[src/rtl/hedu_pkg.sv]
// Types, constants, entity table and UTF-8 helpers of the entity decoder.
package hedu_pkg;

  localparam int NameMax = 16;
  localparam int LenW    = $clog2(NameMax + 1);
  localparam int IdxW    = $clog2(NameMax);
  localparam int CntW    = $clog2(NameMax + 3);
  localparam int CodeW   = 21;
  localparam int TabSize = 39;

  localparam logic [7:0] ChAmp  = 8'h26;
  localparam logic [7:0] ChSemi = 8'h3B;
  localparam logic [7:0] ChHash = 8'h23;
  localparam logic [7:0] ChX    = 8'h78;
  localparam logic [7:0] ChB    = 8'h62;

  localparam logic [CodeW-1:0] CodeMax = 21'h10FFFF;
  localparam logic [CodeW-1:0] CodeCap = 21'h110000;

  typedef enum logic [1:0] {
    S_IDLE,
    S_DECIDE,
    S_PARSE,
    S_EMIT
  } state_e;

  typedef enum logic [2:0] {
    JOB_PASS,
    JOB_LIT,
    JOB_OVF,
    JOB_TAIL,
    JOB_UTF,
    JOB_MARK,
    JOB_PARSE
  } job_e;

  typedef struct packed {
    logic capture;
    logic start;
    job_e job;
    logic code_from_tab;
    logic parse_init;
    logic parse_step;
    logic emit;
    logic set_coll;
    logic clr_coll;
    logic set_ovf;
    logic clr_ovf;
    logic append;
    logic clr_len;
    logic clr_all;
  } cmd_t;

  typedef struct packed {
    logic ovf;
    logic coll;
    logic b_amp;
    logic b_semi;
    logic fin;
    logic len_zero;
    logic len_full;
    logic hash_first;
    logic tab_hit;
    logic parse_done;
    logic code_big;
    logic code_zero;
    logic job_last;
    logic out_free;
  } stat_t;

  // Names are left aligned and padded with zero bytes.
  localparam logic [47:0] TabName [TabSize] = '{
    {"quot", 16'h0}, {"apos", 16'h0}, {"amp", 24'h0}, {"lt", 32'h0},
    {"gt", 32'h0}, {"nbsp", 16'h0}, {"iexcl", 8'h0}, {"cent", 16'h0},
    {"pound", 8'h0}, "curren", {"yen", 24'h0}, "brvbar",
    {"sect", 16'h0}, {"uml", 24'h0}, {"copy", 16'h0}, {"ordf", 16'h0},
    {"laquo", 8'h0}, {"not", 24'h0}, {"shy", 24'h0}, {"reg", 24'h0},
    {"macr", 16'h0}, {"deg", 24'h0}, "plusmn", {"sup2", 16'h0},
    {"sup3", 16'h0}, {"acute", 8'h0}, {"micro", 8'h0}, {"para", 16'h0},
    "middot", {"cedil", 8'h0}, {"sup1", 16'h0}, {"ordm", 16'h0},
    {"raquo", 8'h0}, "frac14", "frac12", "frac34",
    "iquest", {"times", 8'h0}, "divide"
  };

  localparam logic [2:0] TabLen [TabSize] = '{
    3'd4, 3'd4, 3'd3, 3'd2, 3'd2, 3'd4, 3'd5, 3'd4, 3'd5, 3'd6,
    3'd3, 3'd6, 3'd4, 3'd3, 3'd4, 3'd4, 3'd5, 3'd3, 3'd3, 3'd3,
    3'd4, 3'd3, 3'd6, 3'd4, 3'd4, 3'd5, 3'd5, 3'd4, 3'd6, 3'd5,
    3'd4, 3'd4, 3'd5, 3'd6, 3'd6, 3'd6, 3'd6, 3'd5, 3'd6
  };

  localparam logic [7:0] TabCp [TabSize] = '{
    8'h22, 8'h27, 8'h26, 8'h3C, 8'h3E, 8'hA0, 8'hA1, 8'hA2, 8'hA3, 8'hA4,
    8'hA5, 8'hA6, 8'hA7, 8'hA8, 8'hA9, 8'hAA, 8'hAB, 8'hAC, 8'hAD, 8'hAE,
    8'hAF, 8'hB0, 8'hB1, 8'hB2, 8'hB3, 8'hB4, 8'hB5, 8'hB6, 8'hB7, 8'hB8,
    8'hB9, 8'hBA, 8'hBB, 8'hBC, 8'hBD, 8'hBE, 8'hBF, 8'hD7, 8'hF7
  };

  // Returns {hit, code point}; head holds the first six stored name bytes.
  function automatic logic [8:0] tab_lookup(input logic [47:0] head,
                                            input logic [LenW-1:0] len);
    logic [8:0] res;
    logic       match;
    res = '0;
    for (int j = 0; j < TabSize; j++) begin
      match = (len == LenW'(TabLen[j]));
      for (int p = 0; p < 6; p++) begin
        if ((3'(p) < TabLen[j]) && (head[47-8*p -: 8] != TabName[j][47-8*p -: 8])) begin
          match = 1'b0;
        end
      end
      if (match) begin
        res = {1'b1, TabCp[j]};
      end
    end
    return res;
  endfunction

  function automatic logic [2:0] utf_len(input logic [CodeW-1:0] c);
    if (c < 21'h80) return 3'd1;
    else if (c < 21'h800) return 3'd2;
    else if (c < 21'h10000) return 3'd3;
    else return 3'd4;
  endfunction

  function automatic logic [7:0] utf_byte(input logic [CodeW-1:0] c,
                                          input logic [1:0] k);
    logic [7:0] r;
    logic [2:0] n;
    n = utf_len(c);
    r = {2'b10, c[5:0]};
    unique case (n)
      3'd1: r = c[7:0];
      3'd2: if (k == 2'd0) r = {3'b110, c[10:6]};
      3'd3: begin
        if (k == 2'd0) r = {4'b1110, c[15:12]};
        else if (k == 2'd1) r = {2'b10, c[11:6]};
      end
      default: begin
        if (k == 2'd0) r = {5'b11110, c[20:18]};
        else if (k == 2'd1) r = {2'b10, c[17:12]};
        else if (k == 2'd2) r = {2'b10, c[11:6]};
      end
    endcase
    return r;
  endfunction

endpackage

[src/rtl/hedu_ctrl.sv]
// Controller state machine of the entity decoder.
module hedu_ctrl (
  input  logic           clk_i,
  input  logic           rst_ni,
  input  logic           in_valid_i,
  output logic           in_stall_o,
  input  hedu_pkg::stat_t stat_i,
  output hedu_pkg::cmd_t  cmd_o
);

  hedu_pkg::state_e state_q, state_d;

  always_ff @(posedge clk_i or negedge rst_ni) begin
    if (!rst_ni) begin
      state_q <= hedu_pkg::S_IDLE;
    end else begin
      state_q <= state_d;
    end
  end

  always_comb begin
    state_d    = state_q;
    cmd_o      = '0;
    cmd_o.job  = hedu_pkg::JOB_PASS;
    in_stall_o = (state_q != hedu_pkg::S_IDLE);
    unique case (state_q)
      hedu_pkg::S_IDLE: begin
        if (in_valid_i) begin
          cmd_o.capture = 1'b1;
          state_d       = hedu_pkg::S_DECIDE;
        end
      end
      hedu_pkg::S_DECIDE: begin
        state_d = hedu_pkg::S_EMIT;
        cmd_o.start = 1'b1;
        if (stat_i.ovf) begin
          cmd_o.job = hedu_pkg::JOB_PASS;
          cmd_o.clr_ovf = stat_i.b_semi;
        end else if (!stat_i.coll) begin
          if (stat_i.b_amp) begin
            cmd_o.set_coll = 1'b1;
            cmd_o.clr_len  = 1'b1;
            cmd_o.job      = hedu_pkg::JOB_MARK;
            if (!stat_i.fin) begin
              cmd_o.start = 1'b0;
              state_d     = hedu_pkg::S_IDLE;
            end
          end else begin
            cmd_o.job = hedu_pkg::JOB_PASS;
          end
        end else if (stat_i.b_semi) begin
          cmd_o.clr_coll = 1'b1;
          if (stat_i.len_zero) begin
            cmd_o.job = hedu_pkg::JOB_LIT;
          end else if (stat_i.hash_first) begin
            cmd_o.start      = 1'b0;
            cmd_o.parse_init = 1'b1;
            state_d          = hedu_pkg::S_PARSE;
          end else if (stat_i.tab_hit) begin
            cmd_o.code_from_tab = 1'b1;
            cmd_o.job           = hedu_pkg::JOB_UTF;
          end else begin
            cmd_o.job = hedu_pkg::JOB_LIT;
          end
        end else if (stat_i.len_full) begin
          cmd_o.job      = hedu_pkg::JOB_OVF;
          cmd_o.clr_coll = 1'b1;
          cmd_o.set_ovf  = 1'b1;
        end else begin
          // The stored name is written out at the end of the text.
          cmd_o.append = 1'b1;
          cmd_o.job    = hedu_pkg::JOB_TAIL;
          if (!stat_i.fin) begin
            cmd_o.start = 1'b0;
            state_d     = hedu_pkg::S_IDLE;
          end
        end
      end
      hedu_pkg::S_PARSE: begin
        if (!stat_i.parse_done) begin
          cmd_o.parse_step = 1'b1;
        end else if (stat_i.code_big) begin
          cmd_o.start = 1'b1;
          cmd_o.job   = hedu_pkg::JOB_LIT;
          state_d     = hedu_pkg::S_EMIT;
        end else if (stat_i.code_zero) begin
          cmd_o.clr_len = 1'b1;
          cmd_o.job     = hedu_pkg::JOB_MARK;
          cmd_o.start   = stat_i.fin;
          state_d       = stat_i.fin ? hedu_pkg::S_EMIT : hedu_pkg::S_IDLE;
        end else begin
          cmd_o.start = 1'b1;
          cmd_o.job   = hedu_pkg::JOB_UTF;
          state_d     = hedu_pkg::S_EMIT;
        end
      end
      hedu_pkg::S_EMIT: begin
        if (stat_i.out_free) begin
          cmd_o.emit = 1'b1;
          if (stat_i.job_last) begin
            cmd_o.clr_len = 1'b1;
            cmd_o.clr_all = stat_i.fin;
            state_d       = hedu_pkg::S_IDLE;
          end
        end
      end
      default: state_d = hedu_pkg::S_IDLE;
    endcase
  end

endmodule

[src/rtl/hedu_dpath.sv]
// Datapath of the entity decoder: name store, number parser and output register.
module hedu_dpath (
  input  logic            clk_i,
  input  logic            rst_ni,
  input  logic [7:0]      text_byte_i,
  input  logic            is_final_i,
  input  logic            out_stall_i,
  output logic            out_valid_o,
  output logic [7:0]      out_byte_o,
  output logic            byte_present_o,
  output logic            last_of_run_o,
  output logic            stream_done_o,
  input  hedu_pkg::cmd_t  cmd_i,
  output hedu_pkg::stat_t stat_o
);

  logic [7:0]                  b_q;
  logic                        fin_q;
  logic                        coll_q, ovf_q;
  logic [hedu_pkg::LenW-1:0]   len_q;
  logic [7:0]                  store_q [hedu_pkg::NameMax];
  hedu_pkg::job_e              job_q;
  logic [hedu_pkg::CntW-1:0]   k_q;
  logic [hedu_pkg::CodeW-1:0]  code_q;
  logic [4:0]                  base_q;
  logic                        out_valid_q;

  logic [hedu_pkg::CntW-1:0]   rd_addr;
  logic [7:0]                  rd_byte;
  logic [47:0]                 head;
  logic [8:0]                  tab_res;
  logic [hedu_pkg::CntW-1:0]   job_n;
  logic [7:0]                  emit_byte;
  logic [5:0]                  digit;
  logic                        digit_ok;
  logic [25:0]                 acc;
  logic                        job_last;

  assign head    = {store_q[0], store_q[1], store_q[2], store_q[3], store_q[4], store_q[5]};
  assign tab_res = hedu_pkg::tab_lookup(head, len_q);

  // Literal jobs lead with '&', so their store index is one behind the count.
  assign rd_addr = (job_q == hedu_pkg::JOB_LIT || job_q == hedu_pkg::JOB_OVF) ?
                   k_q - hedu_pkg::CntW'(1) : k_q;
  assign rd_byte = store_q[rd_addr[hedu_pkg::IdxW-1:0]];

  always_comb begin
    unique case (job_q)
      hedu_pkg::JOB_LIT, hedu_pkg::JOB_OVF: job_n = hedu_pkg::CntW'(len_q) + hedu_pkg::CntW'(2);
      hedu_pkg::JOB_TAIL:                   job_n = hedu_pkg::CntW'(len_q);
      hedu_pkg::JOB_UTF:     job_n = hedu_pkg::CntW'(hedu_pkg::utf_len(code_q));
      default:               job_n = hedu_pkg::CntW'(1);
    endcase
  end
  assign job_last = (k_q == job_n - hedu_pkg::CntW'(1));

  always_comb begin
    emit_byte = rd_byte;
    unique case (job_q)
      hedu_pkg::JOB_PASS: emit_byte = b_q;
      hedu_pkg::JOB_LIT, hedu_pkg::JOB_OVF: begin
        if (k_q == '0) begin
          emit_byte = hedu_pkg::ChAmp;
        end else if (k_q == hedu_pkg::CntW'(len_q) + hedu_pkg::CntW'(1)) begin
          emit_byte = (job_q == hedu_pkg::JOB_LIT) ? hedu_pkg::ChSemi : b_q;
        end
      end
      hedu_pkg::JOB_UTF:  emit_byte = hedu_pkg::utf_byte(code_q, k_q[1:0]);
      hedu_pkg::JOB_MARK: emit_byte = 8'h00;
      default:            emit_byte = rd_byte;
    endcase
  end

  // One digit of the numeric reference per cycle.
  always_comb begin
    digit    = 6'd0;
    digit_ok = 1'b0;
    if (base_q == 5'd16) begin
      if (rd_byte >= 8'h30 && rd_byte <= 8'h39) begin
        digit = 6'(rd_byte - 8'h30);
        digit_ok = 1'b1;
      end else if (rd_byte >= 8'h41 && rd_byte <= 8'h5A) begin
        digit = 6'(rd_byte - 8'h41 + 8'd10);
        digit_ok = 1'b1;
      end else if (rd_byte >= 8'h61 && rd_byte <= 8'h7A) begin
        digit = 6'(rd_byte - 8'h61 + 8'd10);
        digit_ok = 1'b1;
      end
    end else if (rd_byte >= 8'h30 && rd_byte < 8'h30 + 8'(base_q)) begin
      digit = 6'(rd_byte - 8'h30);
      digit_ok = 1'b1;
    end
    acc = 26'(code_q) * 26'(base_q) + 26'(digit);
  end

  always_ff @(posedge clk_i or negedge rst_ni) begin
    if (!rst_ni) begin
      coll_q      <= 1'b0;
      ovf_q       <= 1'b0;
      len_q       <= '0;
      job_q       <= hedu_pkg::JOB_PASS;
      k_q         <= '0;
      out_valid_q <= 1'b0;
    end else begin
      if (cmd_i.set_coll) coll_q <= 1'b1;
      if (cmd_i.clr_coll) coll_q <= 1'b0;
      if (cmd_i.set_ovf)  ovf_q  <= 1'b1;
      if (cmd_i.clr_ovf)  ovf_q  <= 1'b0;
      if (cmd_i.append)   len_q  <= len_q + hedu_pkg::LenW'(1);
      if (cmd_i.clr_len)  len_q  <= '0;
      if (cmd_i.clr_all) begin
        coll_q <= 1'b0;
        ovf_q  <= 1'b0;
        len_q  <= '0;
      end
      if (cmd_i.start) begin
        job_q <= cmd_i.job;
        k_q   <= '0;
      end else if (cmd_i.parse_init) begin
        job_q <= hedu_pkg::JOB_PARSE;
        k_q   <= (len_q >= hedu_pkg::LenW'(2) &&
                  (store_q[1] == hedu_pkg::ChX || store_q[1] == hedu_pkg::ChB)) ?
                 hedu_pkg::CntW'(2) : hedu_pkg::CntW'(1);
      end else if (cmd_i.parse_step || cmd_i.emit) begin
        k_q <= k_q + hedu_pkg::CntW'(1);
      end
      if (cmd_i.emit) begin
        out_valid_q <= 1'b1;
      end else if (!out_stall_i) begin
        out_valid_q <= 1'b0;
      end
    end
  end

  always_ff @(posedge clk_i) begin
    if (cmd_i.capture) begin
      b_q   <= text_byte_i;
      fin_q <= is_final_i;
    end
    if (cmd_i.append) begin
      store_q[len_q[hedu_pkg::IdxW-1:0]] <= b_q;
    end
    if (cmd_i.code_from_tab) begin
      code_q <= hedu_pkg::CodeW'(tab_res[7:0]);
    end else if (cmd_i.parse_init) begin
      code_q <= '0;
      if (len_q >= hedu_pkg::LenW'(2) && store_q[1] == hedu_pkg::ChX) base_q <= 5'd16;
      else if (len_q >= hedu_pkg::LenW'(2) && store_q[1] == hedu_pkg::ChB) base_q <= 5'd2;
      else base_q <= 5'd10;
    end else if (cmd_i.parse_step) begin
      code_q <= (acc > 26'(hedu_pkg::CodeMax)) ? hedu_pkg::CodeCap : acc[hedu_pkg::CodeW-1:0];
    end
    if (cmd_i.emit) begin
      out_byte_o     <= emit_byte;
      byte_present_o <= (job_q != hedu_pkg::JOB_MARK);
      last_of_run_o  <= job_last;
      stream_done_o  <= job_last && fin_q;
    end
  end

  assign out_valid_o = out_valid_q;

  always_comb begin
    stat_o            = '0;
    stat_o.ovf        = ovf_q;
    stat_o.coll       = coll_q;
    stat_o.b_amp      = (b_q == hedu_pkg::ChAmp);
    stat_o.b_semi     = (b_q == hedu_pkg::ChSemi);
    stat_o.fin        = fin_q;
    stat_o.len_zero   = (len_q == '0);
    stat_o.len_full   = (len_q >= hedu_pkg::LenW'(hedu_pkg::NameMax));
    stat_o.hash_first = (store_q[0] == hedu_pkg::ChHash);
    stat_o.tab_hit    = tab_res[8];
    stat_o.parse_done = (k_q >= hedu_pkg::CntW'(len_q)) || !digit_ok;
    stat_o.code_big   = (code_q > hedu_pkg::CodeMax);
    stat_o.code_zero  = (code_q == '0);
    stat_o.job_last   = job_last;
    stat_o.out_free   = !out_valid_q || !out_stall_i;
  end

endmodule

[src/rtl/html_entity_decoder_unit.sv]
// HTML character entity decoder, top level.
// The input channel takes one text byte per transaction, with is_final_i
// on the last byte of a text. The output channel gives one decoded byte per
// transaction; last_of_run_o marks the last byte caused by an input byte and
// stream_done_o the last byte of the whole text. A final byte that causes no
// output gives one transaction with byte_present_o low.
// A byte is taken, decided on in the next cycle, and its results are then
// loaded into the output register one per cycle while the receiver does
// not stall. A numeric reference adds a digit loop that reads one digit per
// cycle and then finishes. A byte that only extends a name is stored while
// it is decided on and gives no result of its own. The single output
// register lets the next byte be taken while the last result still waits.
// When the receiver stalls, the output register holds and the sequencer
// waits; no result is dropped. Reset clears the entity state and empties the
// output register; stored name bytes are not cleared.
module html_entity_decoder_unit (
  input  logic       clk_i,
  input  logic       rst_ni,
  input  logic       in_valid_i,
  output logic       in_stall_o,
  input  logic [7:0] text_byte_i,
  input  logic       is_final_i,
  output logic       out_valid_o,
  input  logic       out_stall_i,
  output logic [7:0] out_byte_o,
  output logic       byte_present_o,
  output logic       last_of_run_o,
  output logic       stream_done_o
);

  hedu_pkg::cmd_t  cmd;
  hedu_pkg::stat_t stat;

  hedu_ctrl u_ctrl (
    .clk_i      (clk_i),
    .rst_ni     (rst_ni),
    .in_valid_i (in_valid_i),
    .in_stall_o (in_stall_o),
    .stat_i     (stat),
    .cmd_o      (cmd)
  );

  hedu_dpath u_dpath (
    .clk_i          (clk_i),
    .rst_ni         (rst_ni),
    .text_byte_i    (text_byte_i),
    .is_final_i     (is_final_i),
    .out_stall_i    (out_stall_i),
    .out_valid_o    (out_valid_o),
    .out_byte_o     (out_byte_o),
    .byte_present_o (byte_present_o),
    .last_of_run_o  (last_of_run_o),
    .stream_done_o  (stream_done_o),
    .cmd_i          (cmd),
    .stat_o         (stat)
  );

endmodule

[config.mk]
export PLATFORM = sky130hd
export DESIGN_NAME = html_entity_decoder_unit
export DESIGN_NICKNAME = d
export VERILOG_FILES = /design/src/rtl/hedu_pkg.sv /design/src/rtl/hedu_ctrl.sv /design/src/rtl/hedu_dpath.sv /design/src/rtl/html_entity_decoder_unit.sv
export SDC_FILE = /design/constraint.sdc
export NUM_CORES = 1
export LEC_CHECK = 0
export BUFFER_PORTS_ARGS = -buffer_cell sky130_fd_sc_hd__buf_2
export CAP_MARGIN = 20
export CORE_MARGIN = 10
export CORE_UTILIZATION = 40
export CTS_BUF_LIST = sky130_fd_sc_hd__clkbuf_2 sky130_fd_sc_hd__clkbuf_4 sky130_fd_sc_hd__clkbuf_8
export DETAILED_ROUTE_END_ITERATION = 10
export MAX_ROUTING_LAYER = met4
export PLACE_DENSITY = 0.62
export SLEW_MARGIN = 0
export SYNTH_ARGS = -nofsm -noshare
export SYNTH_HDL_FRONTEND = slang
export SYNTH_HIERARCHICAL = 1
export SYNTH_SLANG_ARGS = --single-unit
[constraint.sdc]
create_clock -name clk_i -period 9.2 [get_ports clk_i]
set_input_delay 1.84 -clock clk_i [delete_from_list [all_inputs] [get_ports clk_i]]
set_output_delay 1.84 -clock clk_i [all_outputs]
set_load 0.01 [all_outputs]
-- Yosys cells after proc, flatten, opt, wreduce, memory -nomap -nowiden
Memories as Yosys holds them, arrays and structs flattened.
Cells that the tools add are included.
- flip-flop bits (word level): 64
- bits in latches: 0
- memory bits (writable): 128
- memory bits (read-only): 0
- input bits: 13
- output and inout port bits: 13
- word-level logic and storage cells: 500
- memories: 1
- $add $sub $neg: 12
- multiply operators: 1
- div/mod/pow operators: 0
- $lt $le $gt $ge: 15
- equal/unequal tests: 114
- shift operators: 0
- muxes and demuxes: 307
- bitwise operators: 1
- reduce and logical (&&, ||, !) cells: 33
- memories (name ; depth ; width ; rd ports ; clocked after Yosys merged registers in ; wr ports ; line ; RTL):
    u_dpath.store_q ; 16 ; 8 ; 7 ; 0 ; 1 ; hedu_dpath.sv:21 ; logic [7:0] store_q [hedu_pkg::NameMax];
- operators by type and width (kind ; count):
    $ne A8 B7 Y1 const B ; 75
    $mux W9 ; 39
    $mux W1 ; 194
    $mux W8 ; 7
    $ne A8 B6 Y1 const B ; 7
    $mux W2 ; 24
    $mux W6 ; 8
    $mux W5 ; 7
    $mux W3 ; 11
    $mux W4 ; 8
    $pmux W8 S4 ; 1
    $add A26 B6 Y26 ; 1
    $gt A26 B21 Y1 const B ; 1
    $mul A21 B5 Y26 ; 1
    $eq A8 B6 Y1 const B ; 3
    $pmux W8 S3 ; 1
    $gt A21 B21 Y1 const B ; 1
    $logic_not A21 Y1 ; 1
    $lt A21 B12 Y1 const B ; 1
    $lt A21 B17 Y1 const B ; 1
    $lt A21 B8 Y1 const B ; 1
    $mux W21 ; 1
    $eq A8 B7 Y1 const B ; 2
    $ge A8 B7 Y1 const B ; 2
    44 further kinds ; 85

-- Logic depth before layout (Yosys ltp)
Gate-level depths: netlist of the first run.
An unclocked memory read counts as a cell.
- depth after elaboration: 54
- mapped depth: 40
- gate-level depth less buffers: 34

-- Hierarchy
The synthesis of the first run kept the hierarchy.
- by module, submodules not included (module ; instances ; cells each ; area an instance (µm²) ; sequential area each (µm²)):
    hedu_dpath ; 1 ; 1488 ; 14236.2 ; 5435.2
    hedu_ctrl ; 1 ; 61 ; 429.2 ; 50.0

-- Worst setup path after synthesis of the first run
OpenSTA, ideal clock, no wires.
- kind: flip-flop to flip-flop
- start: register u_dpath/k_q[0] (netlist bit)
- end: register u_dpath/code_q[9] (netlist bit)
- setup time: 59 ps
- arrival: 8138 ps
- required time: 9141 ps
- path slack: 1003 ps
- cell stages (with the launch flop): 38
- path buffers: 6
- period minus slack after synthesis: 8197 ps
- path through: dfrtp_1 buf_2 inv_1 buf_1 ha_1 nor2b_1 clkbuf_1 nand2_1 clkbuf_1 o221ai_1 a221oi_1 nor2_1 a32oi_4 inv_1 ha_1 o22ai_1 a311oi_1 o22a_1 (+2 left out) and2_1 ha_1 ha_1 fa_1 ha_1 a211oi_1 o21ai_0 a21oi_1 nor2_1 or4b_1 nor4b_1 nor3_1 o31ai_1 and3_1 buf_2 and2_1 buf_2 a22o_1
- cells in the longest elaborated chain, start to end: 13
- elaborated cells on any way between the ends: 37
- classes of those cells: add/sub (7); order compare (9); mux (14); reduce/logical (6); memory (1)
- RTL lines (item ; line ; RTL):
    start, declared ; hedu_dpath.sv:23 ; logic [hedu_pkg::CntW-1:0] k_q;
    start signal, assigned ; hedu_dpath.sv:121 ; k_q <= (len_q >= hedu_pkg::LenW'(2) &&
    start signal, assigned ; hedu_dpath.sv:125 ; k_q <= k_q + hedu_pkg::CntW'(1);
    parallel branches: the longest is 13 deep, another holds $add A26 B6 Y26 ; - ;
    end signal, assigned ; hedu_dpath.sv:144 ; code_q <= hedu_pkg::CodeW'(tab_res[7:0]);
    end signal, assigned ; hedu_dpath.sv:151 ; code_q <= (acc > 26'(hedu_pkg::CodeMax)) ? hedu_pkg::CodeCap : acc[hedu_pkg::CodeW-1:0];
    end, declared ; hedu_dpath.sv:24 ; logic [hedu_pkg::CodeW-1:0] code_q;
Parallel ways; which one is timed is not known.
A chain may end at the register's enable or synchronous reset.

-- Final worst setup path of the first run
- start: register u_dpath.job_q[1]
- end: register u_dpath/code_q[7] (netlist bit) (data pin)
- cells in the longest elaborated chain, start to end: 16
- elaborated cells on any way between the ends: 32
- classes of those cells: add/sub (6); order compare (8); eq/ne (2); mux (10); reduce/logical (5); memory (1)
- RTL lines (item ; line ; RTL):
    start, declared ; hedu_dpath.sv:22 ; hedu_pkg::job_e job_q;
    start signal, assigned ; hedu_dpath.sv:101 ; job_q <= hedu_pkg::JOB_PASS;
    start signal, assigned ; hedu_dpath.sv:117 ; job_q <= cmd_i.job;
    start signal, assigned ; hedu_dpath.sv:120 ; job_q <= hedu_pkg::JOB_PARSE;
    $eq A3 B1 Y1 / $eq A3 B2 Y1 (equally long branches) ; hedu_dpath.sv:43 ; assign rd_addr = (job_q == hedu_pkg::JOB_LIT || job_q == hedu_pkg::JOB_OVF) ?
    $logic_or A1 B1 Y1 (*) ; hedu_dpath.sv:43 ;
    $mux W4 (*) ; hedu_dpath.sv:43 ;
    $mem_v2 Z16 W8 (*) ; - ;
    $sub A6 B6 Y6 (tied with other cells) ; hedu_dpath.sv:86 ; digit = 6'(rd_byte - 8'h61 + 8'd10);
    $add A6 B4 Y6 / $logic_and A1 B1 Y1 (equally long branches) ; hedu_dpath.sv:86, hedu_dpath.sv:85 ;
    $mux W6 ; hedu_dpath.sv:85 ; end else if (rd_byte >= 8'h61 && rd_byte <= 8'h7A) begin
    $mux W6 ; hedu_dpath.sv:82 ; end else if (rd_byte >= 8'h41 && rd_byte <= 8'h5A) begin
    $mux W6 ; hedu_dpath.sv:79 ; if (rd_byte >= 8'h30 && rd_byte <= 8'h39) begin
    $mux W6 (*) ; hedu_dpath.sv:78 ; if (base_q == 5'd16) begin
    $add A26 B6 Y26 (*) ; hedu_dpath.sv:93 ; acc = 26'(code_q) * 26'(base_q) + 26'(digit);
    $gt A26 B21 Y1 ; hedu_dpath.sv:151 ;
    $mux W21 (*) ; hedu_dpath.sv:151 ;
    $mux W8 (*) ; hedu_dpath.sv:150 ; end else if (cmd_i.parse_step) begin
    $mux W8 (*) ; hedu_dpath.sv:145 ; end else if (cmd_i.parse_init) begin
    $mux W8 (*) ; hedu_dpath.sv:143 ; if (cmd_i.code_from_tab) begin
Every way passes the cells marked *; elsewhere a longest branch is shown, timed or not. The select of a mux whose other input is x is not followed.

==> report_table.html, run 1 <==
<table>
<tr><th>Metric</th><th>Value</th></tr>
<tr><th colspan="2">Clock network</th></tr>
<tr><td>Maximum level of the CTS H-tree</td><td>4</td></tr>
<tr><td>Clock slew at reported path FFs</td><td>0.12 ns</td></tr>
<tr><td>CTS sink cnt</td><td>190</td></tr>
<tr><td>Latest clock arrival within the worst-skew pair</td><td>0.51 ns</td></tr>
<tr><td>Post-CTS Resized</td><td>0</td></tr>
<tr><td>Root buffer cell</td><td>sky130_fd_sc_hd__clkbuf_8</td></tr>
<tr><td>TritonCTS clock tree</td><td>built</td></tr>
<tr><td>Buffers inserted by post-CTS timing repair</td><td>0</td></tr>
<tr><td>Num CTS Buffers</td><td>17</td></tr>
<tr><td>Worst-case clock buffer depth</td><td>2</td></tr>
<tr><td>Cts hold-fix bufs</td><td>0</td></tr>
<tr><th colspan="2">Outcome</th></tr>
<tr><td>Run status</td><td>finished clean</td></tr>
<tr><th colspan="2">Yosys</th></tr>
<tr><td>Number of instances in the synthesized netlist</td><td>1549</td></tr>
<tr><td>Count of unique library cells instantiated by Yosys</td><td>100</td></tr>
<tr><td>Synth async-reset ratio</td><td>0.0947</td></tr>
<tr><td>Yosys synthesis warning count</td><td>6</td></tr>
<tr><td>Sequential area share after synthesis</td><td>0.374</td></tr>
<tr><td>Count leader, synth</td><td>sky130_fd_sc_hd__edfxtp_1</td></tr>
<tr><td>Dominant cells by area after synthesis</td><td>sky130_fd_sc_hd__edfxtp_1 (33%), sky130_fd_sc_hd__ha_1 (8.8%), sky130_fd_sc_hd__nand2_1 (3.4%)</td></tr>
<tr><td>Leading area contributor after synthesis</td><td>sky130_fd_sc_hd__edfxtp_1</td></tr>
<tr><td>Flops &amp; latches, synth</td><td>190</td></tr>
<tr><td>Average instance area after synthesis</td><td>9.47 µm²</td></tr>
<tr><td>Post-synthesis instance area</td><td>14700 µm²</td></tr>
<tr><td>Count of flip-flops with a built-in enable after synthesis</td><td>159</td></tr>
<tr><td>Synth top cells by count</td><td>sky130_fd_sc_hd__edfxtp_1 (159), sky130_fd_sc_hd__nand2_1 (134), sky130_fd_sc_hd__nor2_1 (113)</td></tr>
<tr><td>Synth top area share</td><td>0.326</td></tr>
<tr><td>Number of nets produced by synthesis</td><td>1687</td></tr>
<tr><td>Dominant register cell in the synthesized netlist</td><td>sky130_fd_sc_hd__edfxtp_1</td></tr>
<tr><th colspan="2">Power</th></tr>
<tr><td>Pint</td><td>2.31 mW</td></tr>
<tr><td>Switching component of the power</td><td>2.22 mW</td></tr>
<tr><td>Share of power burned in registers</td><td>0.264</td></tr>
<tr><td>Share of total power in the clock network</td><td>0.123</td></tr>
<tr><td>Total leakage power</td><td>6.14 nW</td></tr>
<tr><td>Peak supply drop</td><td>0.000177 V</td></tr>
<tr><td>Comb power frac</td><td>0.613</td></tr>
<tr><td>Switching fraction of total power</td><td>0.489</td></tr>
<tr><td>Power density over the cells</td><td>287 nW/µm²</td></tr>
<tr><th colspan="2">Timing</th></tr>
<tr><td>Final hold viol count</td><td>0</td></tr>
<tr><td>Maximum operating frequency</td><td>0.116 GHz</td></tr>
<tr><td>Final setup slack of the worst path</td><td>0.612 ns</td></tr>
<tr><td>Number of pins with negative max-slew slack in the final report</td><td>0</td></tr>
<tr><td>Max_slew headroom</td><td>0.231</td></tr>
<tr><td>Post-layout minimum cycle time</td><td>8.59 ns</td></tr>
<tr><td>Final worst hold slack</td><td>0.551 ns</td></tr>
<tr><td>Clock Skew</td><td>0.0242 ns</td></tr>
<tr><td>Pin slew with the least headroom to its limit</td><td>1.15 ns</td></tr>
<tr><td>Share of the clock period used by the worst path after layout</td><td>0.933</td></tr>
<tr><td>Unrepaired setup endpoints after global routing</td><td>no</td></tr>
<tr><td>Final setup violating endpoints</td><td>0</td></tr>
<tr><td>Final setup TNS</td><td>0 ns</td></tr>
<tr><th colspan="2">Detailed routing</th></tr>
<tr><td>DRT iter0 DRCs</td><td>1381</td></tr>
<tr><td>Total via count after detailed routing</td><td>12757</td></tr>
<tr><td>Total DRC errors in the routed layout</td><td>0</td></tr>
<tr><td>Final wirelength</td><td>50300 µm</td></tr>
<tr><td>1st-pass router iterations</td><td>5</td></tr>
<tr><td>Vias per cell</td><td>6.23</td></tr>
<tr><td>ANT nets after route</td><td>0</td></tr>
<tr><td>Routed len/inst</td><td>24.6 µm</td></tr>
<tr><th colspan="2">Hold path</th></tr>
<tr><td>Hold Crit Class</td><td>reg -&gt; reg</td></tr>
<tr><th colspan="2">Global routing</th></tr>
<tr><td>Largest net degree at the start of global routing</td><td>37</td></tr>
<tr><td>Total Routing Usage GR</td><td>0.230</td></tr>
<tr><td>Leftover overflow at the end of global routing</td><td>0</td></tr>
<tr><td>First-pass GRT wire length</td><td>76100 µm</td></tr>
<tr><td>Number of antenna violations at the first check in global routing</td><td>0</td></tr>
<tr><td>Via count of the first global-routing pass</td><td>12431</td></tr>
<tr><th colspan="2">Floorplan</th></tr>
<tr><td>Die Span Y</td><td>211 µm</td></tr>
<tr><td>Number of core rows</td><td>70</td></tr>
<tr><td>Core Footprint</td><td>36300 µm²</td></tr>
<tr><td>Number of top-level design ports</td><td>26</td></tr>
<tr><td>Area of the die</td><td>44700 µm²</td></tr>
<tr><td>Die outline width</td><td>211 µm</td></tr>
<tr><td>Starting Density</td><td>0.403</td></tr>
<tr><th colspan="2">Finish</th></tr>
<tr><td>Number of nets in the finished design</td><td>1705</td></tr>
<tr><td>Non-Filler Instances</td><td>2047</td></tr>
<tr><td>Post-route standard cell area excluding fillers</td><td>15800 µm²</td></tr>
<tr><td>Fraction of layout instances using a drive strength above 1</td><td>0.104</td></tr>
<tr><td>Area growth from synthesis to layout</td><td>7.81%</td></tr>
<tr><td>ANT cells</td><td>0</td></tr>
<tr><th colspan="2">Placement</th></tr>
<tr><td>Post-Place Worst Slack</td><td>0.470 ns</td></tr>
<tr><td>Placed wire-length estimate</td><td>38200 µm</td></tr>
<tr><td>Area after DPL</td><td>15400 µm²</td></tr>
<tr><td>Buffers on Ports</td><td>25</td></tr>
<tr><td>Inst Count DP</td><td>2014</td></tr>
<tr><td>Final weighted congestion in routability-driven placement</td><td>0.966</td></tr>
<tr><th colspan="2">Setup path</th></tr>
<tr><td>Critical Path Max Stage Delay</td><td>0.55 ns</td></tr>
<tr><td>Launching element type of the critical path</td><td>register</td></tr>
<tr><td>Worst Setup End Kind</td><td>register</td></tr>
<tr><td>CP max stage cell</td><td>sky130_fd_sc_hd__fa_1</td></tr>
<tr><td>Most repeated library cell on the critical path</td><td>sky130_fd_sc_hd__inv_1</td></tr>
<tr><td>CP arrival</td><td>8.91 ns</td></tr>
<tr><td>Crit path kind</td><td>reg -&gt; reg</td></tr>
<tr><td>Endpoint required time on the critical path</td><td>9.52 ns</td></tr>
<tr><td>Maximum fanout along the worst path</td><td>11</td></tr>
<tr><th colspan="2">Run</th></tr>
<tr><td>Max-cap violation count</td><td>0</td></tr>
</table>
[stage by stage]
step | utilization | power (mW)
global route | 0.435 | 4.85
floorplan | - | 3.12
detailed placement | 0.423 | 3.89
finish | 0.435 | 4.53
global placement | 0.423 | 3.88
CTS | 0.434 | 4.46
[critical path, delay by kind of cell (launching register included)]
| family | cells | cell delay, ns |
|---|---|---|
| mux | 1 | 0.52 |
| fa+ha+maj | 5 | 1.85 |
| buf+inv | 5 | 0.65 |
| simple gates | 9 | 2.15 |
| xor+xnor | 2 | 0.64 |
| compound gates | 8 | 2.12 |
| flops | 1 | 0.44 |
[worst paths after layout]
kind	to	slack, ns	cells past startpoint	startpoint
worst min-delay path	u_dpath/out_valid_o	0.55	2	u_dpath/out_valid_o
min in group asynchronous	u_ctrl/state_q[1]	1.27	1	rst_ni
worst max-delay path	u_dpath/code_q[7]	0.61	30	u_dpath/job_q[1]
worst max register to register	u_dpath/code_q[7]	0.61	30	u_dpath/job_q[1]
worst min register to register	u_dpath/out_valid_o	0.55	2	u_dpath/out_valid_o
max in group asynchronous	u_dpath/k_q[0]	7.57	1	rst_ni
[per-layer routing]
| metal | track usage | up-vias | part of all wire | wire length [µm] |
|---|---|---|---|---|
| li1 | - | 5790 | - | - |
| met1 | 0.290 | 6275 | 0.42 | 21000 |
| met2 | 0.377 | 590 | 0.49 | 24400 |
| met3 | 0.0287 | 102 | 0.067 | 3380 |
| met4 | 0.0784 | 0 | 0.029 | 1460 |
| met5 | - | - | 0 | 0 |
[cells by family (layout without fill, tap and decap cells)]
kind of cell | after synthesis | in the layout | synth area share
mux | 45 | 45 | 0.0420
flops | 190 | 190 | 0.374
simple gates | 637 | 637 | 0.231
xor+xnor | 43 | 43 | 0.0267
fa+ha+maj | 125 | 125 | 0.118
compound gates | 324 | 324 | 0.157
buf+inv | 185 | 215 | 0.0514
[flip-flops by register name, indices dropped and copies added (netlist names), 2 cells and up]
name / cells
u_dpath/job_q: 3
u_dpath/base_q: 3
u_dpath/out_byte_o: 8
u_ctrl/state_q: 2
u_dpath/code_q: 21
u_dpath/len_q: 5
u_dpath/b_q: 8
u_dpath/k_q: 5
u_dpath/store_q: 128
[cells in the final DEF, fill, tap and decap left out, types with 9 or more instances in the layout]
| cell | n |
|---|---|
| sky130_fd_sc_hd__nor3b_1 | 9 |
| sky130_fd_sc_hd__dfrtp_1 | 17 |
| sky130_fd_sc_hd__ha_1 | 102 |
| sky130_fd_sc_hd__o221ai_1 | 12 |
| sky130_fd_sc_hd__edfxtp_1 | 159 |
| sky130_fd_sc_hd__inv_1 | 112 |
| sky130_fd_sc_hd__and3_1 | 11 |
| sky130_fd_sc_hd__dfxtp_1 | 13 |
| sky130_fd_sc_hd__a21oi_1 | 63 |
| sky130_fd_sc_hd__buf_2 | 26 |
| sky130_fd_sc_hd__mux4_2 | 12 |
| sky130_fd_sc_hd__nand2_1 | 132 |
| sky130_fd_sc_hd__clkbuf_8 | 17 |
| sky130_fd_sc_hd__nand4_1 | 26 |
| sky130_fd_sc_hd__mux2i_1 | 21 |
| sky130_fd_sc_hd__mux2_2 | 12 |
| sky130_fd_sc_hd__o22ai_1 | 30 |
| sky130_fd_sc_hd__o211ai_1 | 19 |
| sky130_fd_sc_hd__a21o_1 | 11 |
| sky130_fd_sc_hd__nor2b_1 | 30 |
| sky130_fd_sc_hd__and2_1 | 63 |
| sky130_fd_sc_hd__nor3_1 | 72 |
| sky130_fd_sc_hd__xnor2_1 | 27 |
| sky130_fd_sc_hd__a22o_1 | 12 |
| sky130_fd_sc_hd__nand2b_1 | 24 |
| sky130_fd_sc_hd__nor4_1 | 23 |
| sky130_fd_sc_hd__nor2_1 | 113 |
| sky130_fd_sc_hd__fa_1 | 22 |
| sky130_fd_sc_hd__or3_1 | 10 |
| sky130_fd_sc_hd__buf_4 | 44 |
| sky130_fd_sc_hd__xor2_1 | 14 |
| sky130_fd_sc_hd__nand3_1 | 54 |
| sky130_fd_sc_hd__o21ai_0 | 48 |
[power groups by stage]
| stage | registers, mW | logic, mW | clock network [mW] |
|---|---|---|---|
| floorplan | 1.16 | 1.95 | 0 |
| global placement | 1.21 | 2.67 | 0 |
| detailed placement | 1.21 | 2.68 | 0 |
| CTS | 1.19 | 2.70 | 0.571 |
| global route | 1.21 | 3.03 | 0.605 |
| finish | 1.20 | 2.78 | 0.555 |
[cell type report]
| cell class | count | area, µm² |
|---|---|---|
| Multi-Input combinational cell | 1174 | 8460 |
| Clock buffer | 17 | 234 |
| Tap cell | 468 | 586 |
| Fill cell | 3517 | 20500 |
| Inverter | 113 | 424 |
| Timing Repair Buffer | 71 | 472 |
| Clock inverter | 14 | 148 |
| Sequential cell | 190 | 5490 |
(Power assumes the default switching activity.)
==> run 2, diff against run 1 <==
- BUFFER_PORTS_ARGS: -buffer_cell sky130_fd_sc_hd__buf_2 -> default
- DONT_BUFFER_PORTS: default -> 1
- PLACE_DENSITY: 0.62 -> 0.61
- clock period: 9.2 -> 10.6 ns (I/O delays scaled with it)
==> report_table.html, run 2 (synthesis results as in run 1) <==
<table>
<tr><th>Metric</th><th>Value</th></tr>
<tr><th colspan="2">Timing</th></tr>
<tr><td>Pin slew with the least headroom to its limit</td><td>1.27 ns (was 1.15 ns)</td></tr>
<tr><td>Post-layout minimum cycle time</td><td>9.45 ns (was 8.59 ns)</td></tr>
<tr><td>Final setup TNS</td><td>0 ns (unchanged)</td></tr>
<tr><td>Clock Skew</td><td>0.0181 ns (was 0.0242 ns)</td></tr>
<tr><td>Final hold viol count</td><td>0 (unchanged)</td></tr>
<tr><td>Maximum operating frequency</td><td>0.106 GHz (was 0.116 GHz)</td></tr>
<tr><td>Share of the clock period used by the worst path after layout</td><td>0.892 (was 0.933)</td></tr>
<tr><td>Final worst hold slack</td><td>0.580 ns (was 0.551 ns)</td></tr>
<tr><td>Number of pins with negative max-slew slack in the final report</td><td>0 (unchanged)</td></tr>
<tr><td>Max_slew headroom</td><td>0.146 (was 0.231)</td></tr>
<tr><td>Final setup violating endpoints</td><td>0 (unchanged)</td></tr>
<tr><td>Unrepaired setup endpoints after global routing</td><td>no (unchanged)</td></tr>
<tr><th colspan="2">Hold path</th></tr>
<tr><td>Hold Crit Class</td><td>reg -&gt; reg (unchanged)</td></tr>
<tr><th colspan="2">Floorplan</th></tr>
<tr><td>Number of top-level design ports</td><td>26 (unchanged)</td></tr>
<tr><td>Core Footprint</td><td>36300 µm² (unchanged)</td></tr>
<tr><td>Area of the die</td><td>44700 µm² (unchanged)</td></tr>
<tr><td>Die outline width</td><td>211 µm (unchanged)</td></tr>
<tr><td>Starting Density</td><td>0.403 (unchanged)</td></tr>
<tr><td>Number of core rows</td><td>70 (unchanged)</td></tr>
<tr><td>Die Span Y</td><td>211 µm (unchanged)</td></tr>
<tr><th colspan="2">Outcome</th></tr>
<tr><td>Run status</td><td>finished clean (unchanged)</td></tr>
<tr><th colspan="2">Setup path</th></tr>
<tr><td>Most repeated library cell on the critical path</td><td>sky130_fd_sc_hd__ha_1 (was sky130_fd_sc_hd__inv_1)</td></tr>
<tr><td>Launching element type of the critical path</td><td>register (unchanged)</td></tr>
<tr><td>Maximum fanout along the worst path</td><td>19 (was 11)</td></tr>
<tr><td>CP arrival</td><td>9.89 ns (was 8.91 ns)</td></tr>
<tr><td>CP max stage cell</td><td>sky130_fd_sc_hd__dfrtp_1 (was sky130_fd_sc_hd__fa_1)</td></tr>
<tr><td>Crit path kind</td><td>reg -&gt; reg (unchanged)</td></tr>
<tr><td>Endpoint required time on the critical path</td><td>11.04 ns (was 9.52 ns)</td></tr>
<tr><td>Worst Setup End Kind</td><td>register (unchanged)</td></tr>
<tr><td>Critical Path Max Stage Delay</td><td>0.72 ns (was 0.55 ns)</td></tr>
<tr><th colspan="2">Clock network</th></tr>
<tr><td>CTS sink cnt</td><td>190 (unchanged)</td></tr>
<tr><td>Buffers inserted by post-CTS timing repair</td><td>0 (unchanged)</td></tr>
<tr><td>Post-CTS Resized</td><td>0 (unchanged)</td></tr>
<tr><td>Worst-case clock buffer depth</td><td>2 (unchanged)</td></tr>
<tr><td>Root buffer cell</td><td>sky130_fd_sc_hd__clkbuf_8 (unchanged)</td></tr>
<tr><td>Num CTS Buffers</td><td>17 (unchanged)</td></tr>
<tr><td>Maximum level of the CTS H-tree</td><td>4 (unchanged)</td></tr>
<tr><td>Latest clock arrival within the worst-skew pair</td><td>0.51 ns (about the same)</td></tr>
<tr><td>Cts hold-fix bufs</td><td>0 (unchanged)</td></tr>
<tr><td>Clock slew at reported path FFs</td><td>0.13 ns (was 0.12 ns)</td></tr>
<tr><td>TritonCTS clock tree</td><td>built (unchanged)</td></tr>
<tr><th colspan="2">Global routing</th></tr>
<tr><td>Total Routing Usage GR</td><td>0.228 (was 0.230)</td></tr>
<tr><td>Leftover overflow at the end of global routing</td><td>0 (unchanged)</td></tr>
<tr><td>Largest net degree at the start of global routing</td><td>46 (was 37)</td></tr>
<tr><td>Number of antenna violations at the first check in global routing</td><td>1 (was 0)</td></tr>
<tr><td>First-pass GRT wire length</td><td>76100 µm (about the same)</td></tr>
<tr><td>Via count of the first global-routing pass</td><td>12415 (was 12431)</td></tr>
<tr><th colspan="2">Detailed routing</th></tr>
<tr><td>1st-pass router iterations</td><td>6 (was 5)</td></tr>
<tr><td>Total via count after detailed routing</td><td>12642 (was 12757)</td></tr>
<tr><td>Vias per cell</td><td>6.28 (was 6.23)</td></tr>
<tr><td>Total DRC errors in the routed layout</td><td>0 (unchanged)</td></tr>
<tr><td>DRT iter0 DRCs</td><td>1287 (was 1381)</td></tr>
<tr><td>Routed len/inst</td><td>24.9 µm (was 24.6 µm)</td></tr>
<tr><td>ANT nets after route</td><td>0 (unchanged)</td></tr>
<tr><td>Final wirelength</td><td>50100 µm (was 50300 µm)</td></tr>
<tr><th colspan="2">Run</th></tr>
<tr><td>Max-cap violation count</td><td>0 (unchanged)</td></tr>
<tr><th colspan="2">Placement</th></tr>
<tr><td>Final weighted congestion in routability-driven placement</td><td>1.02 (was 0.966)</td></tr>
<tr><td>Buffers on Ports</td><td>0 (was 25)</td></tr>
<tr><td>Area after DPL</td><td>15200 µm² (was 15400 µm²)</td></tr>
<tr><td>Placed wire-length estimate</td><td>38600 µm (was 38200 µm)</td></tr>
<tr><td>Inst Count DP</td><td>1977 (was 2014)</td></tr>
<tr><th colspan="2">Finish</th></tr>
<tr><td>Leading cell types in the layout, fill and taps excluded</td><td>sky130_fd_sc_hd__edfxtp_1 (159), sky130_fd_sc_hd__nand2_1 (134), sky130_fd_sc_hd__nor2_1 (113) (was sky130_fd_sc_hd__edfxtp_1 (159), sky130_fd_sc_hd__nand2_1 (132), sky130_fd_sc_hd__nor2_1 (113))</td></tr>
<tr><td>Non-Filler Instances</td><td>2012 (was 2047)</td></tr>
<tr><td>Most common cell after layout, fill and taps aside</td><td>sky130_fd_sc_hd__edfxtp_1 (unchanged)</td></tr>
<tr><td>Post-route standard cell area excluding fillers</td><td>15600 µm² (was 15800 µm²)</td></tr>
<tr><td>Number of nets in the finished design</td><td>1668 (was 1705)</td></tr>
<tr><td>Area growth from synthesis to layout</td><td>6.64% (was 7.81%)</td></tr>
<tr><td>Number of flip-flops under the largest register name</td><td>128 (unchanged)</td></tr>
<tr><td>Fraction of layout instances using a drive strength above 1</td><td>0.0791 (was 0.104)</td></tr>
<tr><th colspan="2">Power</th></tr>
<tr><td>Peak supply drop</td><td>0.000150 V (was 0.000177 V)</td></tr>
<tr><td>Total leakage power</td><td>6.01 nW (was 6.14 nW)</td></tr>
<tr><td>Power density over the cells</td><td>246 nW/µm² (was 287 nW/µm²)</td></tr>
</table>
==> run 2: metrics by stage <==
step	setup WS [ns]	util	power [mW]
global placement	1.65	0.417	3.27
detailed placement	1.40	0.417	3.27
global route	0.500	0.430	4.11
finish	1.15	0.430	3.85
CTS	1.27	0.430	3.82
floorplan	2.40	-	2.71
==> run 2: final timing paths <==
path | start | end | slack, ns | cells past startpoint
setup / recovery | u_dpath/job_q[0] | u_dpath/code_q[12] | 1.15 | 29
hold / removal | u_ctrl/state_q[1] | u_ctrl/state_q[1] | 0.58 | 2
setup reg to reg | u_dpath/job_q[0] | u_dpath/code_q[12] | 1.15 | 29
hold reg to reg | u_ctrl/state_q[1] | u_ctrl/state_q[1] | 0.58 | 2
max in group asynchronous | rst_ni | u_dpath/k_q[3] | 9.22 | 0
min in group asynchronous | rst_ni | u_ctrl/state_q[0] | 1.29 | 0
==> run 2: power by group <==
part / total, mW / leakage, nW / switching [mW] / internal [mW]
Sequential: 1.06 / 1.78 / 0.134 / 0.928
Combinational: 2.25 / 4.00 / 1.41 / 0.839
Clock: 0.541 / 0.225 / 0.329 / 0.212
Total: 3.85 / 6.01 / 1.87 / 1.98
==> run 2: per-layer routing <==
layer,vias to the layer above,share of wire,wire length [µm],track usage
met5,-,0,0,-
met1,6254,0.41,20500,0.278
met2,563,0.49,24600,0.381
met4,0,0.034,1720,0.0838
met3,117,0.065,3280,0.0303
li1,5708,-,-,-
==> run 2: area by class of cell <==
type / instances / area (µm²)
fillers: 3506 / 20700
multi-input cells: 1174 / 8430
flip-flops and latches: 190 / 5490
well taps: 468 / 586
inverters: 113 / 424
repair buffers: 34 / 254
clock buffers: 17 / 234
clock inverters: 15 / 225
diodes: 1 / 2.50
==> run 2: critical path: cells and delay by family, from the launching register on <==
kind | cells | cell delay (ns)
compound gates | 12 | 3.18
xor+xnor | 2 | 0.74
fa+ha+maj | 5 | 1.68
buf+inv | 1 | 0.19
flops | 1 | 0.72
simple gates | 9 | 2.85
==> run 3, diff against run 2 <==
- CORE_MARGIN: 10 -> 1.5
- REMOVE_ABC_BUFFERS: default -> 1
==> report_table.html, run 3 (synthesis results as in run 1) <==
<table>
<tr><th>Metric</th><th>Value</th></tr>
<tr><th colspan="2">Outcome</th></tr>
<tr><td>Run status</td><td>finished clean (unchanged)</td></tr>
<tr><th colspan="2">Clock network</th></tr>
<tr><td>Latest clock arrival within the worst-skew pair</td><td>0.51 ns (about the same)</td></tr>
<tr><td>Maximum level of the CTS H-tree</td><td>4 (unchanged)</td></tr>
<tr><td>Buffers inserted by post-CTS timing repair</td><td>0 (unchanged)</td></tr>
<tr><td>Clock slew at reported path FFs</td><td>0.11 ns (was 0.13 ns)</td></tr>
<tr><td>Post-CTS Resized</td><td>0 (unchanged)</td></tr>
<tr><td>Worst-case clock buffer depth</td><td>2 (unchanged)</td></tr>
<tr><td>Root buffer cell</td><td>sky130_fd_sc_hd__clkbuf_8 (unchanged)</td></tr>
<tr><td>CTS sink cnt</td><td>190 (unchanged)</td></tr>
<tr><td>TritonCTS clock tree</td><td>built (unchanged)</td></tr>
<tr><td>Cts hold-fix bufs</td><td>0 (unchanged)</td></tr>
<tr><td>Num CTS Buffers</td><td>17 (unchanged)</td></tr>
<tr><th colspan="2">Floorplan</th></tr>
<tr><td>Core Footprint</td><td>35800 µm² (was 36300 µm²)</td></tr>
<tr><td>Starting Density</td><td>0.409 (was 0.403)</td></tr>
<tr><td>Area of the die</td><td>37800 µm² (was 44700 µm²)</td></tr>
<tr><td>Number of core rows</td><td>69 (was 70)</td></tr>
<tr><td>Number of top-level design ports</td><td>26 (unchanged)</td></tr>
<tr><td>Die Span Y</td><td>194 µm (was 211 µm)</td></tr>
<tr><td>Die outline width</td><td>194 µm (was 211 µm)</td></tr>
<tr><th colspan="2">Setup path</th></tr>
<tr><td>Kind of cell adding the most delay to the critical path</td><td>simple AND/OR/NAND/NOR gates (was compound AO/OA/AOI/OAI gates)</td></tr>
<tr><td>Launching element type of the critical path</td><td>register (unchanged)</td></tr>
<tr><td>Worst Setup End Kind</td><td>register (unchanged)</td></tr>
<tr><td>Crit path kind</td><td>reg -&gt; reg (unchanged)</td></tr>
<tr><td>CP max stage cell</td><td>sky130_fd_sc_hd__nand2_1 (was sky130_fd_sc_hd__dfrtp_1)</td></tr>
<tr><td>CP arrival</td><td>9.92 ns (was 9.89 ns)</td></tr>
<tr><td>Endpoint required time on the critical path</td><td>11.05 ns (was 11.04 ns)</td></tr>
<tr><td>Buffers and inverters on the worst path</td><td>3 (was 1)</td></tr>
<tr><td>Critical Path Max Stage Delay</td><td>0.69 ns (was 0.72 ns)</td></tr>
<tr><td>Maximum fanout along the worst path</td><td>22 (was 19)</td></tr>
<tr><th colspan="2">Placement</th></tr>
<tr><td>Buffers on Ports</td><td>0 (unchanged)</td></tr>
<tr><td>Post-Place Worst Slack</td><td>1.28 ns (was 1.40 ns)</td></tr>
<tr><td>Placed wire-length estimate</td><td>37400 µm (was 38600 µm)</td></tr>
<tr><td>Final weighted congestion in routability-driven placement</td><td>1.01 (was 1.02)</td></tr>
<tr><th colspan="2">Timing</th></tr>
<tr><td>Clock Skew</td><td>0.0294 ns (was 0.0181 ns)</td></tr>
<tr><td>Final setup slack of the worst path</td><td>1.13 ns (was 1.15 ns)</td></tr>
<tr><td>Final hold viol count</td><td>0 (unchanged)</td></tr>
<tr><td>Final setup violating endpoints</td><td>0 (unchanged)</td></tr>
<tr><td>Unrepaired setup endpoints after global routing</td><td>no (unchanged)</td></tr>
<tr><td>Pin slew with the least headroom to its limit</td><td>1.17 ns (was 1.27 ns)</td></tr>
<tr><td>Final setup TNS</td><td>0 ns (unchanged)</td></tr>
<tr><td>Share of the clock period used by the worst path after layout</td><td>0.893 (was 0.892)</td></tr>
<tr><td>Max_slew headroom</td><td>0.217 (was 0.146)</td></tr>
<tr><td>Post-layout minimum cycle time</td><td>9.47 ns (was 9.45 ns)</td></tr>
<tr><td>Maximum operating frequency</td><td>0.106 GHz (about the same)</td></tr>
<tr><td>Number of pins with negative max-slew slack in the final report</td><td>0 (unchanged)</td></tr>
<tr><th colspan="2">Detailed routing</th></tr>
<tr><td>Routed len/inst</td><td>24.6 µm (was 24.9 µm)</td></tr>
<tr><td>ANT nets after route</td><td>0 (unchanged)</td></tr>
<tr><td>DRT iter0 DRCs</td><td>1160 (was 1287)</td></tr>
<tr><td>Total via count after detailed routing</td><td>12567 (was 12642)</td></tr>
<tr><td>Final wirelength</td><td>49300 µm (was 50100 µm)</td></tr>
<tr><td>Vias per cell</td><td>6.27 (was 6.28)</td></tr>
<tr><td>1st-pass router iterations</td><td>6 (unchanged)</td></tr>
<tr><td>Total DRC errors in the routed layout</td><td>0 (unchanged)</td></tr>
<tr><th colspan="2">Finish</th></tr>
<tr><td>Leading cell types in the layout, fill and taps excluded</td><td>sky130_fd_sc_hd__edfxtp_1 (159), sky130_fd_sc_hd__nand2_1 (134), sky130_fd_sc_hd__inv_1 (112), sky130_fd_sc_hd__nor2_1 (112), sky130_fd_sc_hd__ha_1 (103) (was sky130_fd_sc_hd__edfxtp_1 (159), sky130_fd_sc_hd__nand2_1 (134), sky130_fd_sc_hd__nor2_1 (113))</td></tr>
<tr><td>Number of flip-flops under the largest register name</td><td>128 (unchanged)</td></tr>
<tr><td>Number of nets in the finished design</td><td>1668 (unchanged)</td></tr>
<tr><td>Most common cell after layout, fill and taps aside</td><td>sky130_fd_sc_hd__edfxtp_1 (unchanged)</td></tr>
<tr><td>Sequential Area</td><td>5490 µm² (unchanged)</td></tr>
<tr><td>Area growth from synthesis to layout</td><td>6.11% (was 6.64%)</td></tr>
<tr><td>ANT cells</td><td>0 (was 1)</td></tr>
<tr><td>Filler cells</td><td>3459 (was 3506)</td></tr>
<tr><td>Fraction of layout instances using a drive strength above 1</td><td>0.0797 (was 0.0791)</td></tr>
<tr><td>Total area of multi-input combinational cells</td><td>8430 µm² (about the same)</td></tr>
<tr><th colspan="2">Global routing</th></tr>
<tr><td>Via count of the first global-routing pass</td><td>12223 (was 12415)</td></tr>
<tr><td>Largest net degree at the start of global routing</td><td>46 (unchanged)</td></tr>
<tr><td>First-pass GRT wire length</td><td>74900 µm (was 76100 µm)</td></tr>
<tr><td>Number of antenna violations at the first check in global routing</td><td>0 (was 1)</td></tr>
<tr><td>Total Routing Usage GR</td><td>0.270 (was 0.228)</td></tr>
<tr><td>Leftover overflow at the end of global routing</td><td>0 (unchanged)</td></tr>
<tr><th colspan="2">Hold path</th></tr>
<tr><td>Hold Crit Class</td><td>reg -&gt; reg (unchanged)</td></tr>
<tr><th colspan="2">Power</th></tr>
<tr><td>Total leakage power</td><td>5.99 nW (was 6.01 nW)</td></tr>
<tr><td>Peak supply drop</td><td>0.000140 V (was 0.000150 V)</td></tr>
<tr><td>Power density over the cells</td><td>246 nW/µm² (about the same)</td></tr>
<tr><th colspan="2">Run</th></tr>
<tr><td>Max-cap violation count</td><td>0 (unchanged)</td></tr>
</table>
-- run 3: cell types whose count changed in the layout (fill, tap and decap cells not counted), moves of 3 or more --
cell	change
sky130_fd_sc_hd__buf_6	+3
sky130_fd_sc_hd__inv_6	+3
sky130_fd_sc_hd__clkinv_8	-3
sky130_fd_sc_hd__clkinv_2	+3
sky130_fd_sc_hd__inv_12	-3
sky130_fd_sc_hd__buf_4	-4
-- run 3: path summary, 6_finish.rpt --
| path | to | slack [ns] | start | cells past startpoint |
|---|---|---|---|---|
| max | u_dpath/code_q[18] | 1.13 | u_dpath/k_q[1] | 33 |
| min | u_ctrl/state_q[1] | 0.57 | u_ctrl/state_q[1] | 2 |
| max reg2reg | u_dpath/code_q[18] | 1.13 | u_dpath/k_q[1] | 33 |
| min reg2reg | u_ctrl/state_q[1] | 0.57 | u_ctrl/state_q[1] | 2 |
| max in group asynchronous | u_dpath/len_q[3] | 9.22 | rst_ni | 0 |
| min in group asynchronous | u_dpath/k_q[0] | 1.29 | rst_ni | 0 |
-- run 3: worst reg2reg max path: cells and delay by family (launching register included) --
| family | cells | cell delay, ns |
|---|---|---|
| mux | 1 | 0.61 |
| flops | 1 | 0.39 |
| fa+ha+maj | 6 | 2.76 |
| compound gates | 11 | 2.21 |
| buf+inv | 3 | 0.30 |
| simple gates | 12 | 3.13 |
-- run 3: through the flow --
stage | hold slack, ns | area [µm²] | power, mW | std cells | util
finish | 0.568 | 15600 | 3.83 | 2004 | 0.434
global route | 0.612 | 15600 | 4.07 | 2004 | 0.434
CTS | 0.571 | 15500 | 3.79 | 2000 | 0.434
detailed placement | 0.548 | 15200 | 3.31 | 1968 | 0.423
global placement | 0.537 | 15100 | 3.29 | 1965 | 0.422
floorplan | 0.502 | 14300 | 2.62 | 1477 | -
-- run 3: power by group --
group,leakage [nW],switching (mW),internal [mW]
clock network,0.198,0.302,0.174
registers,1.78,0.135,0.928
logic,4.01,1.45,0.842
total,5.99,1.88,1.94
-- run 3: area by class of cell --
| class | count | share of cell area |
|---|---|---|
| Clock buffer | 17 | 0.0150 |
| Tap cell | 461 | 0.0371 |
| Inverter | 113 | 0.0273 |
| Multi-Input combinational cell | 1174 | 0.542 |
| Sequential cell | 190 | 0.353 |
| Clock inverter | 15 | 0.00949 |
| Timing Repair Buffer | 34 | 0.0169 |
-- run 3: per-layer routing --
metal / up-vias / wire, µm / GRT usage
met5: - / 0 / -
met4: 0 / 2110 / 0.119
met3: 120 / 3440 / 0.0357
met2: 593 / 23100 / 0.428
met1: 6154 / 20700 / 0.344
li1: 5700 / - / -
